===== src/rtl/rtr_pkg.sv =====
// shared types, op codes and tables for the four-way router with undo history
package rtr_pkg;

  localparam int SAMPLE_BITS   = 16;
  localparam int HISTORY_DEPTH = 128;
  localparam int DEPTH_BITS    = 8;
  localparam int OP_BITS       = 4;
  localparam int PICK_BITS     = 5;
  localparam int MAP_BITS      = 8;
  localparam int PERM_COUNT    = 24;

  localparam logic [MAP_BITS-1:0] IDENTITY_MAP = 8'hE4;

  typedef enum logic [OP_BITS-1:0] {
    OP_NONE     = 4'd0,
    OP_ROT_DOWN = 4'd1,
    OP_ROT_UP   = 4'd2,
    OP_RESET    = 4'd3,
    OP_SWAP_AB  = 4'd4,
    OP_SWAP_CD  = 4'd5,
    OP_SWAP_BC  = 4'd6,
    OP_SWAP_AD  = 4'd7,
    OP_SWAP_AC  = 4'd8,
    OP_SWAP_BD  = 4'd9,
    OP_RANDOM   = 4'd10,
    OP_UNDO     = 4'd11,
    OP_REDO     = 4'd12
  } op_t;

  typedef logic signed [SAMPLE_BITS-1:0] sample_t;

  typedef struct packed {
    logic [OP_BITS-1:0]   operation;
    logic [PICK_BITS-1:0] random_pick;
    sample_t              sample_in_a;
    sample_t              sample_in_b;
    sample_t              sample_in_c;
    sample_t              sample_in_d;
    logic                 linked_a;
    logic                 linked_b;
    logic                 linked_c;
    logic                 linked_d;
  } in_t;

  typedef struct packed {
    sample_t               sample_out_a;
    sample_t               sample_out_b;
    sample_t               sample_out_c;
    sample_t               sample_out_d;
    logic [1:0]            source_of_a;
    logic [1:0]            source_of_b;
    logic [1:0]            source_of_c;
    logic [1:0]            source_of_d;
    logic [DEPTH_BITS-1:0] undo_depth;
    logic [DEPTH_BITS-1:0] redo_depth;
  } out_t;

  // history status handed from the history unit to the map stage
  typedef struct packed {
    logic                  swap;
    logic [DEPTH_BITS-1:0] undo_depth;
    logic [DEPTH_BITS-1:0] redo_depth;
  } hist_info_t;

  // lexicographic permutations of {0,1,2,3}, output a in the low bits
  localparam logic [MAP_BITS-1:0] PERM_TABLE [PERM_COUNT] = '{
    8'hE4, 8'hB4, 8'hD8, 8'h78, 8'h9C, 8'h6C,
    8'hE1, 8'hB1, 8'hC9, 8'h39, 8'h8D, 8'h2D,
    8'hD2, 8'h72, 8'hC6, 8'h36, 8'h4E, 8'h1E,
    8'h93, 8'h63, 8'h87, 8'h27, 8'h4B, 8'h1B
  };

  function automatic logic [MAP_BITS-1:0] perm_map(input logic [PICK_BITS-1:0] pick);
    logic [PICK_BITS-1:0] idx;
    idx = (pick >= PICK_BITS'(PERM_COUNT)) ? pick - PICK_BITS'(PERM_COUNT) : pick;
    return PERM_TABLE[idx];
  endfunction

endpackage


===== src/rtl/four_way_router_with_undo_history.sv =====
// top level: input capture, history read-modify-write stage and output register
//
//  channel | signals                    | direction | payload
//  in      | in_valid, in_ready, in_data | into      | rtr_pkg::in_t
//  out     | out_valid, out_ready, out_data | out of | rtr_pkg::out_t
//
// one transfer per cycle in each direction when out_ready stays high
// result path: the history memory is read as the input is captured, then the map update is registered at the output
// back-to-back undo/redo on the same entry is served by forwarding the pending write
// reset is synchronous; the history memory needs no clearing pass
// a stalled output holds one result and one item in flight, then in_ready drops
module four_way_router_with_undo_history #(
  parameter int HISTORY_DEPTH = rtr_pkg::HISTORY_DEPTH
) (
  input  logic          clk,
  input  logic          rst_n,
  input  logic          in_valid,
  output logic          in_ready,
  input  rtr_pkg::in_t  in_data,
  output logic          out_valid,
  input  logic          out_ready,
  output rtr_pkg::out_t out_data
);

  logic                s1_valid_r;
  rtr_pkg::in_t        s1_data_r;
  logic                out_valid_r;
  rtr_pkg::out_t       out_data_r;
  rtr_pkg::out_t       out_data_nxt;

  logic                in_xfer;
  logic                s1_adv;
  logic                out_free;

  rtr_pkg::hist_info_t          info;
  logic [rtr_pkg::MAP_BITS-1:0] rd_map;
  logic [rtr_pkg::MAP_BITS-1:0] route_map;
  logic [rtr_pkg::MAP_BITS-1:0] map_nxt;
  rtr_pkg::sample_t             held_nxt [4];

  assign out_free = !out_valid_r || out_ready;
  assign s1_adv   = s1_valid_r && out_free;
  assign in_ready = !s1_valid_r || out_free;
  assign in_xfer  = in_valid && in_ready;

  rtr_history #(
    .HISTORY_DEPTH(HISTORY_DEPTH)
  ) u_history (
    .clk       (clk),
    .rst_n     (rst_n),
    .issue     (in_xfer),
    .operation (in_data.operation),
    .commit    (s1_adv),
    .wr_map    (route_map),
    .info      (info),
    .rd_map    (rd_map)
  );

  rtr_map_unit u_map (
    .clk       (clk),
    .rst_n     (rst_n),
    .commit    (s1_adv),
    .item      (s1_data_r),
    .info      (info),
    .rd_map    (rd_map),
    .route_map (route_map),
    .map_nxt   (map_nxt),
    .held_nxt  (held_nxt)
  );

  always_comb begin
    out_data_nxt.sample_out_a = held_nxt[0];
    out_data_nxt.sample_out_b = held_nxt[1];
    out_data_nxt.sample_out_c = held_nxt[2];
    out_data_nxt.sample_out_d = held_nxt[3];
    out_data_nxt.source_of_a  = map_nxt[1:0];
    out_data_nxt.source_of_b  = map_nxt[3:2];
    out_data_nxt.source_of_c  = map_nxt[5:4];
    out_data_nxt.source_of_d  = map_nxt[7:6];
    out_data_nxt.undo_depth   = info.undo_depth;
    out_data_nxt.redo_depth   = info.redo_depth;
  end

  always_ff @(posedge clk) begin
    if (!rst_n) begin
      s1_valid_r  <= 1'b0;
      out_valid_r <= 1'b0;
    end else begin
      if (in_xfer) begin
        s1_valid_r <= 1'b1;
      end else if (s1_adv) begin
        s1_valid_r <= 1'b0;
      end
      if (s1_adv) begin
        out_valid_r <= 1'b1;
      end else if (out_ready) begin
        out_valid_r <= 1'b0;
      end
    end
  end

  always_ff @(posedge clk) begin
    if (in_xfer) begin
      s1_data_r <= in_data;
    end
    if (s1_adv) begin
      out_data_r <= out_data_nxt;
    end
  end

  assign out_valid = out_valid_r;
  assign out_data  = out_data_r;

  a_ready_only_when_full: assert property (@(posedge clk) disable iff (!rst_n)
    !in_ready |-> s1_valid_r && out_valid_r && !out_ready)
    else $error("input stalled with room in the pipeline");

  a_adv_fills_out: assert property (@(posedge clk) disable iff (!rst_n)
    s1_adv |=> out_valid_r)
    else $error("advanced item produced no result");

  a_xfer_fills_s1: assert property (@(posedge clk) disable iff (!rst_n)
    in_xfer |=> s1_valid_r)
    else $error("accepted item lost before the map stage");

endmodule


===== src/rtl/rtr_history.sv =====
// undo/redo counters, ring addressing and the history memory with write forwarding
module rtr_history #(
  parameter int HISTORY_DEPTH = rtr_pkg::HISTORY_DEPTH
) (
  input  logic                          clk,
  input  logic                          rst_n,
  input  logic                          issue,
  input  logic [rtr_pkg::OP_BITS-1:0]   operation,
  input  logic                          commit,
  input  logic [rtr_pkg::MAP_BITS-1:0]  wr_map,
  output rtr_pkg::hist_info_t           info,
  output logic [rtr_pkg::MAP_BITS-1:0]  rd_map
);

  localparam int AW = (HISTORY_DEPTH > 1) ? $clog2(HISTORY_DEPTH) : 1;
  localparam int CW = $clog2(HISTORY_DEPTH + 1);
  localparam logic [CW-1:0] DEPTH_C = CW'(HISTORY_DEPTH);
  localparam logic [AW-1:0] LAST_POS = AW'(HISTORY_DEPTH - 1);

  logic [rtr_pkg::MAP_BITS-1:0] mem [HISTORY_DEPTH];

  logic [AW-1:0] base_r, base_nxt;
  logic [CW-1:0] undo_cnt_r, undo_cnt_nxt;
  logic [CW-1:0] redo_cnt_r, redo_cnt_nxt;

  logic [AW-1:0] addr_r, addr_nxt;
  logic          edit_r, edit_nxt;
  logic          swap_r, swap_nxt;
  logic [rtr_pkg::MAP_BITS-1:0] rdata_r;
  logic [rtr_pkg::MAP_BITS-1:0] fwd_data_r;
  logic          fwd_hit_r;

  logic          wr_en;
  logic          is_edit;
  logic [AW-1:0] pos_top;
  logic [AW-1:0] pos_next;

  function automatic logic [AW-1:0] ring_pos(input logic [AW-1:0] base,
                                             input logic [CW-1:0] off);
    logic [CW:0] sum;
    sum = (CW+1)'(base) + (CW+1)'(off);
    if (sum >= (CW+1)'(HISTORY_DEPTH)) begin
      sum = sum - (CW+1)'(HISTORY_DEPTH);
    end
    return sum[AW-1:0];
  endfunction

  assign is_edit  = (operation >= rtr_pkg::OP_BITS'(rtr_pkg::OP_ROT_DOWN)) &&
                    (operation <= rtr_pkg::OP_BITS'(rtr_pkg::OP_RANDOM));
  assign pos_top  = ring_pos(base_r, undo_cnt_r - CW'(1));
  assign pos_next = ring_pos(base_r, undo_cnt_r);
  assign wr_en    = commit && (edit_r || swap_r);

  always_comb begin
    base_nxt     = base_r;
    undo_cnt_nxt = undo_cnt_r;
    redo_cnt_nxt = redo_cnt_r;
    addr_nxt     = pos_next;
    edit_nxt     = 1'b0;
    swap_nxt     = 1'b0;
    if (is_edit) begin
      edit_nxt     = 1'b1;
      redo_cnt_nxt = '0;
      if (undo_cnt_r >= DEPTH_C) begin
        addr_nxt = base_r;
        base_nxt = (base_r == LAST_POS) ? '0 : base_r + AW'(1);
      end else begin
        addr_nxt     = pos_next;
        undo_cnt_nxt = undo_cnt_r + CW'(1);
      end
    end else if (operation == rtr_pkg::OP_BITS'(rtr_pkg::OP_UNDO)) begin
      if (undo_cnt_r != '0) begin
        swap_nxt     = 1'b1;
        addr_nxt     = pos_top;
        undo_cnt_nxt = undo_cnt_r - CW'(1);
        redo_cnt_nxt = redo_cnt_r + CW'(1);
      end
    end else if (operation == rtr_pkg::OP_BITS'(rtr_pkg::OP_REDO)) begin
      if (redo_cnt_r != '0) begin
        swap_nxt     = 1'b1;
        addr_nxt     = pos_next;
        undo_cnt_nxt = undo_cnt_r + CW'(1);
        redo_cnt_nxt = redo_cnt_r - CW'(1);
      end
    end
  end

  always_ff @(posedge clk) begin
    if (!rst_n) begin
      base_r     <= '0;
      undo_cnt_r <= '0;
      redo_cnt_r <= '0;
      edit_r     <= 1'b0;
      swap_r     <= 1'b0;
    end else if (issue) begin
      base_r     <= base_nxt;
      undo_cnt_r <= undo_cnt_nxt;
      redo_cnt_r <= redo_cnt_nxt;
      edit_r     <= edit_nxt;
      swap_r     <= swap_nxt;
    end
  end

  // addr and depths of the item in flight
  logic [rtr_pkg::DEPTH_BITS-1:0] undo_depth_r;
  logic [rtr_pkg::DEPTH_BITS-1:0] redo_depth_r;

  always_ff @(posedge clk) begin
    if (issue) begin
      addr_r       <= addr_nxt;
      undo_depth_r <= rtr_pkg::DEPTH_BITS'(undo_cnt_nxt);
      redo_depth_r <= rtr_pkg::DEPTH_BITS'(redo_cnt_nxt);
    end
  end

  // memory port: write back on commit, read on issue
  always_ff @(posedge clk) begin
    if (wr_en) begin
      mem[addr_r] <= wr_map;
    end
    if (issue) begin
      rdata_r    <= mem[addr_nxt];
      fwd_data_r <= wr_map;
    end
  end

  // write of the previous item landing in the same edge as this read
  always_ff @(posedge clk) begin
    if (!rst_n) begin
      fwd_hit_r <= 1'b0;
    end else if (issue) begin
      fwd_hit_r <= wr_en && (addr_r == addr_nxt);
    end
  end

  assign rd_map          = fwd_hit_r ? fwd_data_r : rdata_r;
  assign info.swap       = swap_r;
  assign info.undo_depth = undo_depth_r;
  assign info.redo_depth = redo_depth_r;

  a_count_bound: assert property (@(posedge clk) disable iff (!rst_n)
    ((CW+1)'(undo_cnt_r) + (CW+1)'(redo_cnt_r)) <= (CW+1)'(HISTORY_DEPTH))
    else $error("undo plus redo entries exceed the history size");

  a_base_range: assert property (@(posedge clk) disable iff (!rst_n)
    base_r <= LAST_POS)
    else $error("history base outside the ring");

  a_edit_clears_redo: assert property (@(posedge clk) disable iff (!rst_n)
    issue && is_edit |=> redo_cnt_r == '0)
    else $error("edit left redo entries behind");

  a_base_moves_only_full: assert property (@(posedge clk) disable iff (!rst_n)
    issue && is_edit && (undo_cnt_r < DEPTH_C) |=> $stable(base_r))
    else $error("history base moved without a full undo list");

endmodule


===== src/rtl/rtr_map_unit.sv =====
// route map update and per-output sample routing with hold
module rtr_map_unit (
  input  logic                          clk,
  input  logic                          rst_n,
  input  logic                          commit,
  input  rtr_pkg::in_t                  item,
  input  rtr_pkg::hist_info_t           info,
  input  logic [rtr_pkg::MAP_BITS-1:0]  rd_map,
  output logic [rtr_pkg::MAP_BITS-1:0]  route_map,
  output logic [rtr_pkg::MAP_BITS-1:0]  map_nxt,
  output rtr_pkg::sample_t              held_nxt [4]
);

  logic [rtr_pkg::MAP_BITS-1:0] route_map_r;
  rtr_pkg::sample_t             held_r [4];
  rtr_pkg::sample_t             sample [4];
  logic [3:0]                   linked;

  function automatic logic [rtr_pkg::MAP_BITS-1:0] swap_pair(
      input logic [rtr_pkg::MAP_BITS-1:0] m, input logic [1:0] i, input logic [1:0] j);
    logic [rtr_pkg::MAP_BITS-1:0] r;
    r = m;
    r[2*i +: 2] = m[2*j +: 2];
    r[2*j +: 2] = m[2*i +: 2];
    return r;
  endfunction

  assign sample[0] = item.sample_in_a;
  assign sample[1] = item.sample_in_b;
  assign sample[2] = item.sample_in_c;
  assign sample[3] = item.sample_in_d;
  assign linked    = {item.linked_d, item.linked_c, item.linked_b, item.linked_a};

  always_comb begin
    map_nxt = route_map_r;
    unique case (item.operation) inside
      rtr_pkg::OP_ROT_DOWN: map_nxt = {route_map_r[1:0], route_map_r[7:2]};
      rtr_pkg::OP_ROT_UP:   map_nxt = {route_map_r[5:0], route_map_r[7:6]};
      rtr_pkg::OP_RESET:    map_nxt = rtr_pkg::IDENTITY_MAP;
      rtr_pkg::OP_SWAP_AB:  map_nxt = swap_pair(route_map_r, 2'd0, 2'd1);
      rtr_pkg::OP_SWAP_CD:  map_nxt = swap_pair(route_map_r, 2'd2, 2'd3);
      rtr_pkg::OP_SWAP_BC:  map_nxt = swap_pair(route_map_r, 2'd1, 2'd2);
      rtr_pkg::OP_SWAP_AD:  map_nxt = swap_pair(route_map_r, 2'd0, 2'd3);
      rtr_pkg::OP_SWAP_AC:  map_nxt = swap_pair(route_map_r, 2'd0, 2'd2);
      rtr_pkg::OP_SWAP_BD:  map_nxt = swap_pair(route_map_r, 2'd1, 2'd3);
      rtr_pkg::OP_RANDOM:   map_nxt = rtr_pkg::perm_map(item.random_pick);
      rtr_pkg::OP_UNDO, rtr_pkg::OP_REDO: begin
        if (info.swap) begin
          map_nxt = rd_map;
        end
      end
      default: map_nxt = route_map_r;
    endcase
  end

  always_comb begin
    for (int k = 0; k < 4; k++) begin
      held_nxt[k] = held_r[k];
      if (linked[map_nxt[2*k +: 2]]) begin
        held_nxt[k] = sample[map_nxt[2*k +: 2]];
      end
    end
  end

  always_ff @(posedge clk) begin
    if (!rst_n) begin
      route_map_r <= rtr_pkg::IDENTITY_MAP;
      for (int k = 0; k < 4; k++) begin
        held_r[k] <= '0;
      end
    end else if (commit) begin
      route_map_r <= map_nxt;
      for (int k = 0; k < 4; k++) begin
        held_r[k] <= held_nxt[k];
      end
    end
  end

  assign route_map = route_map_r;

  a_map_is_perm: assert property (@(posedge clk) disable iff (!rst_n)
    route_map_r[1:0] != route_map_r[3:2] && route_map_r[1:0] != route_map_r[5:4] &&
    route_map_r[1:0] != route_map_r[7:6] && route_map_r[3:2] != route_map_r[5:4] &&
    route_map_r[3:2] != route_map_r[7:6] && route_map_r[5:4] != route_map_r[7:6])
    else $error("route map is not a permutation");

  a_map_holds: assert property (@(posedge clk) disable iff (!rst_n)
    !commit |=> $stable(route_map_r))
    else $error("route map changed without a commit");

  a_reset_identity: assert property (@(posedge clk) disable iff (!rst_n)
    commit && item.operation == rtr_pkg::OP_RESET |=> route_map_r == rtr_pkg::IDENTITY_MAP)
    else $error("reset operation missed the identity map");

endmodule


===== config.mk =====
export PLATFORM = sky130hd
export DESIGN_NAME = four_way_router_with_undo_history
export DESIGN_NICKNAME = d
export VERILOG_FILES = /design/src/rtl/rtr_pkg.sv /design/src/rtl/four_way_router_with_undo_history.sv /design/src/rtl/rtr_history.sv /design/src/rtl/rtr_map_unit.sv
export SDC_FILE = /design/constraint.sdc
export NUM_CORES = 2
export LEC_CHECK = 0
export ABC_AREA = 0
export BUFFER_PORTS_ARGS = -buffer_cell sky130_fd_sc_hd__buf_2
export CAP_MARGIN = 20
export CORE_ASPECT_RATIO = 0.6
export CORE_MARGIN = 5
export CORE_UTILIZATION = 55
export CTS_BUF_LIST = sky130_fd_sc_hd__clkbuf_8
export DETAILED_ROUTE_END_ITERATION = 12
export HOLD_SLACK_MARGIN = 0.02
export PLACE_DENSITY = 0.84
export SETUP_SLACK_MARGIN = 0.1
export SYNTH_ARGS = -nofsm -noshare
export SYNTH_HDL_FRONTEND = slang
export SYNTH_SLANG_ARGS = --single-unit

===== constraint.sdc =====
create_clock -name clk -period 6.25 [get_ports clk]
set_clock_uncertainty 0.1 [all_clocks]
set_input_delay 0.3125 -clock clk [delete_from_list [all_inputs] [get_ports clk]]
set_output_delay 0.3125 -clock clk [all_outputs]
set_load 0.01 [all_outputs]

==> results.ini <==
[die]
placement_rows = 90
die_height_microns = 258
die_area_sq_mm = 0.109
fp.dieW_microns = 423
core_area_sq_mm = 0.101
initial_core_util = 0.557
pin_count = 171

[placed_design]
place.detailed.hpwl_microns = 95100
place_area_sq_mm = 0.0585
gp_routability_congestion = 0.967
post_place_setup_slack_ns = 0.723
port_buffer_cells = 170

[worst_setup_path]
r2r_slack_ns = 0.73
worst_ep_required_time_ns = 6.81
critical_path_buf_inv_count = 5
worstPathCellList = inv_1 > ha_1 > nor3b_1 > a21oi_2 > or3_4 > nand2_4 > inv_4 > nor2_2 > buf_4 > a32o_1 > o21ai_0 > a2111oi_0 > buf_1 > buf_4 > nor4_1
endpoint_kind = flip-flop
critical_path_depth = 15
cp_slowest_stage_delay_ns = 0.99
critical_path.top_delay_family = simple AND/OR/NAND/NOR gates
startpoint_to_endpoint_class_of_the_critical_path = flip-flop to flip-flop
arrival_ns = 6.09
critical_path.max_fanout = 26
r2r.worst_path.cells = 15
path_common_cell = buf_4
crit_slowest_cell = nor2_2
crit_start_category = flip-flop

[final_layout]
n_fill_cell = 6659
final-seq-area_sq_mm = 0.0395
multiInputGateArea_sq_mm = 0.0156
layout-drive-gt1-share = 0.173
nets = 4133
synthesis_to_layout_area_growth_pct = 12.3
finish.instance_area_sq_mm = 0.0632

[global_route]
antenna_found_initial = 9
groute.usage.overall = 0.278
wire_length_of_the_first_global_routing_pass_microns = 228000
grt_start_max_net_pins = 121
vias_in_the_first_global_route = 35200
grt_overflow = 0

[yosys]
synth_top_cell_area_share = 0.689
avgSynthCellArea_sq_um = 15.3
yosysWarnings = 0
synth_enable_flop_cells = 1292
synth_most_common_cell = edfxtp_1
netlist_area_before_placement_sq_mm = 0.0563
yosys_register_bits = 1328
syn_nets = 3793
yosysUniqueCellTypes = 99
yosysTopAreaCell = edfxtp_1
synthArstFlopShare = 0
synth_top_cells_by_count = edfxtp_1, nand2_1, mux2i_1
yosys-top-cells-area = edfxtp_1, mux2i_1, mux4_2
synthesis.instances = 3681
ys.flop_type = edfxtp_1
synth_sequential_area_ratio = 0.702

[timing]
hold_violations = 0
rsz0062_at_grt = false
setup-violations-final = 0
slew_of_the_pin_with_the_lowest_slew_margin_ns = 1.37
final-max-slew-violation-count = 0
fin_setup_tns_ns = 0
finalCriticalPeriod_ns = 5.52
worst_slack_ns = 0.726
fmax_achieved_ghz = 0.181
timing.max_slew.rel_slack = 0.0854
timing.final.crit_share = 0.884

[power]
power_density_mw_per_mm2 = 309
leakage_nw = 21.6
ir_drop_mv = 0.301
design_power_total_mw = 19.6

[clock_tree]
cts_made_buffers = 179
cts.sink_count = 1328
number_of_buffers_on_the_longest_clock_path = 3
cts.htree.levels = 4
clock_tree_from_tritoncts = done
post_cts_resized = 0
buffers_inserted_by_post_cts_timing_repair = 0
cts.clk_slew.worst_paths_ns = 0.08
clk_latency_ns = 0.92
cts_root_buf = clkbuf_8
cts-hold-fix-buffers = 135

[route]
drt-wirelength-per-cell_microns = 28.3
drt-vias-per-instance = 6.69
post_route_wl_microns = 156000
antenna_left = 0
remaining_drc_errors = 0
drt_iter0_markers = 6273
detailedRoute.firstPassIterationCount = 6
via_count = 36800

[status]
run_status = finished, final reports clean

[run]
maxCapViolCount = 0

[min_path]
hold-path-cell-count = 2
min_path_type = input pin to flip-flop

## sequential cells by signal, summed over array words and instances, names as in the netlist, 7 cells and up
signal	count
u_history.base_r	7
u_history.redo_depth_r	8
u_history.addr_r	7
u_history.fwd_data_r	8
u_map.route_map	8
u_history.redo_cnt_r	8
out_data	88
u_history.undo_cnt_r	8
u_history.undo_depth_r	8
s1_data_r	77
u_map.held_r	64
u_history.rdata_r	8
u_history.mem	1024
## metrics by stage
step	std cells	utilization	hold slack, ns
after global routing	5495	0.625	0.0355
after global placement	5035	0.579	0.303
after detailed placement	5037	0.579	0.305
final	5502	0.626	0.0418
after floorplan	3681	-	0.300
after CTS	5491	0.625	0.0216
## per-layer routing
layer	routed length [microns]	up-vias	track usage
met5	115	-	0.00570
met4	5520	12	0.0915
met3	25500	489	0.118
met2	66100	3202	0.389
met1	58800	18100	0.396
li1	-	15000	-
## placed cells by master (no fill, tap or decap), types with 20 or more instances in the layout
cell / Yosys / final
nand2_1: 476 / 475
dlygate4sd3_1: 0 / 135
and2_1: 56 / 55
ha_1: 29 / 29
o21ai_0: 86 / 85
inv_1: 28 / 92
clkinv_1: 2 / 37
and3_1: 44 / 44
nor3_1: 20 / 20
xnor2_1: 26 / 26
nor2_1: 210 / 208
mux4_2: 117 / 117
nand3_1: 126 / 124
mux2_2: 75 / 75
a31oi_1: 48 / 47
nand4_1: 20 / 20
a22oi_1: 49 / 49
buf_2: 75 / 170
nor2b_1: 25 / 25
a221oi_1: 23 / 22
a211oi_1: 29 / 28
a32oi_1: 30 / 30
edfxtp_1: 1292 / 1292
a21oi_1: 64 / 63
clkbuf_8: 0 / 183
mux2i_1: 272 / 272
buf_4: 26 / 61
dfxtp_1: 36 / 28
## area by class of cell
class,instances,share of cell area
Antenna cell,9,0.000356
Clock inverter,136,0.0123
Inverter,35,0.00246
Clock buffer,183,0.0399
Tap cell,1334,0.0264
Multi-Input combinational cell,2100,0.247
Sequential cell,1328,0.626
Timing Repair Buffer,377,0.0453
## logic make-up (layout without fill, tap and decap cells)
kind of cell,count (synthesis),in the layout,share of synthesized area
other,0,9,0
AND/OR/NAND/NOR,1075,1075,0.0891
buffers and inverters,253,731,0.0222
flip-flops,1328,1328,0.702
XOR/XNOR,36,36,0.00560
adder cells (fa/ha/maj),31,31,0.00716
AO/OA/AOI/OAI,494,494,0.0636
multiplexers,464,464,0.110
## report_power, final
part,switching [mW],total [mW],internal (mW)
Sequential,0.201,10.2,10.0
Combinational,1.91,2.99,1.08
Clock,3.35,6.33,2.99
Total,5.46,19.6,14.1
## worst paths after layout
check	startpoint	end
worst max-delay path	u_history.undo_cnt_r[0]	u_history.rdata_r[2]
worst min-delay path	in_data[27]	s1_data_r[27]
worst max register to register	u_history.undo_cnt_r[0]	u_history.rdata_r[2]
worst min register to register	u_history.redo_depth_r[5]	out_data[5]
No activity file was read; power rests on OpenSTA's default activity.
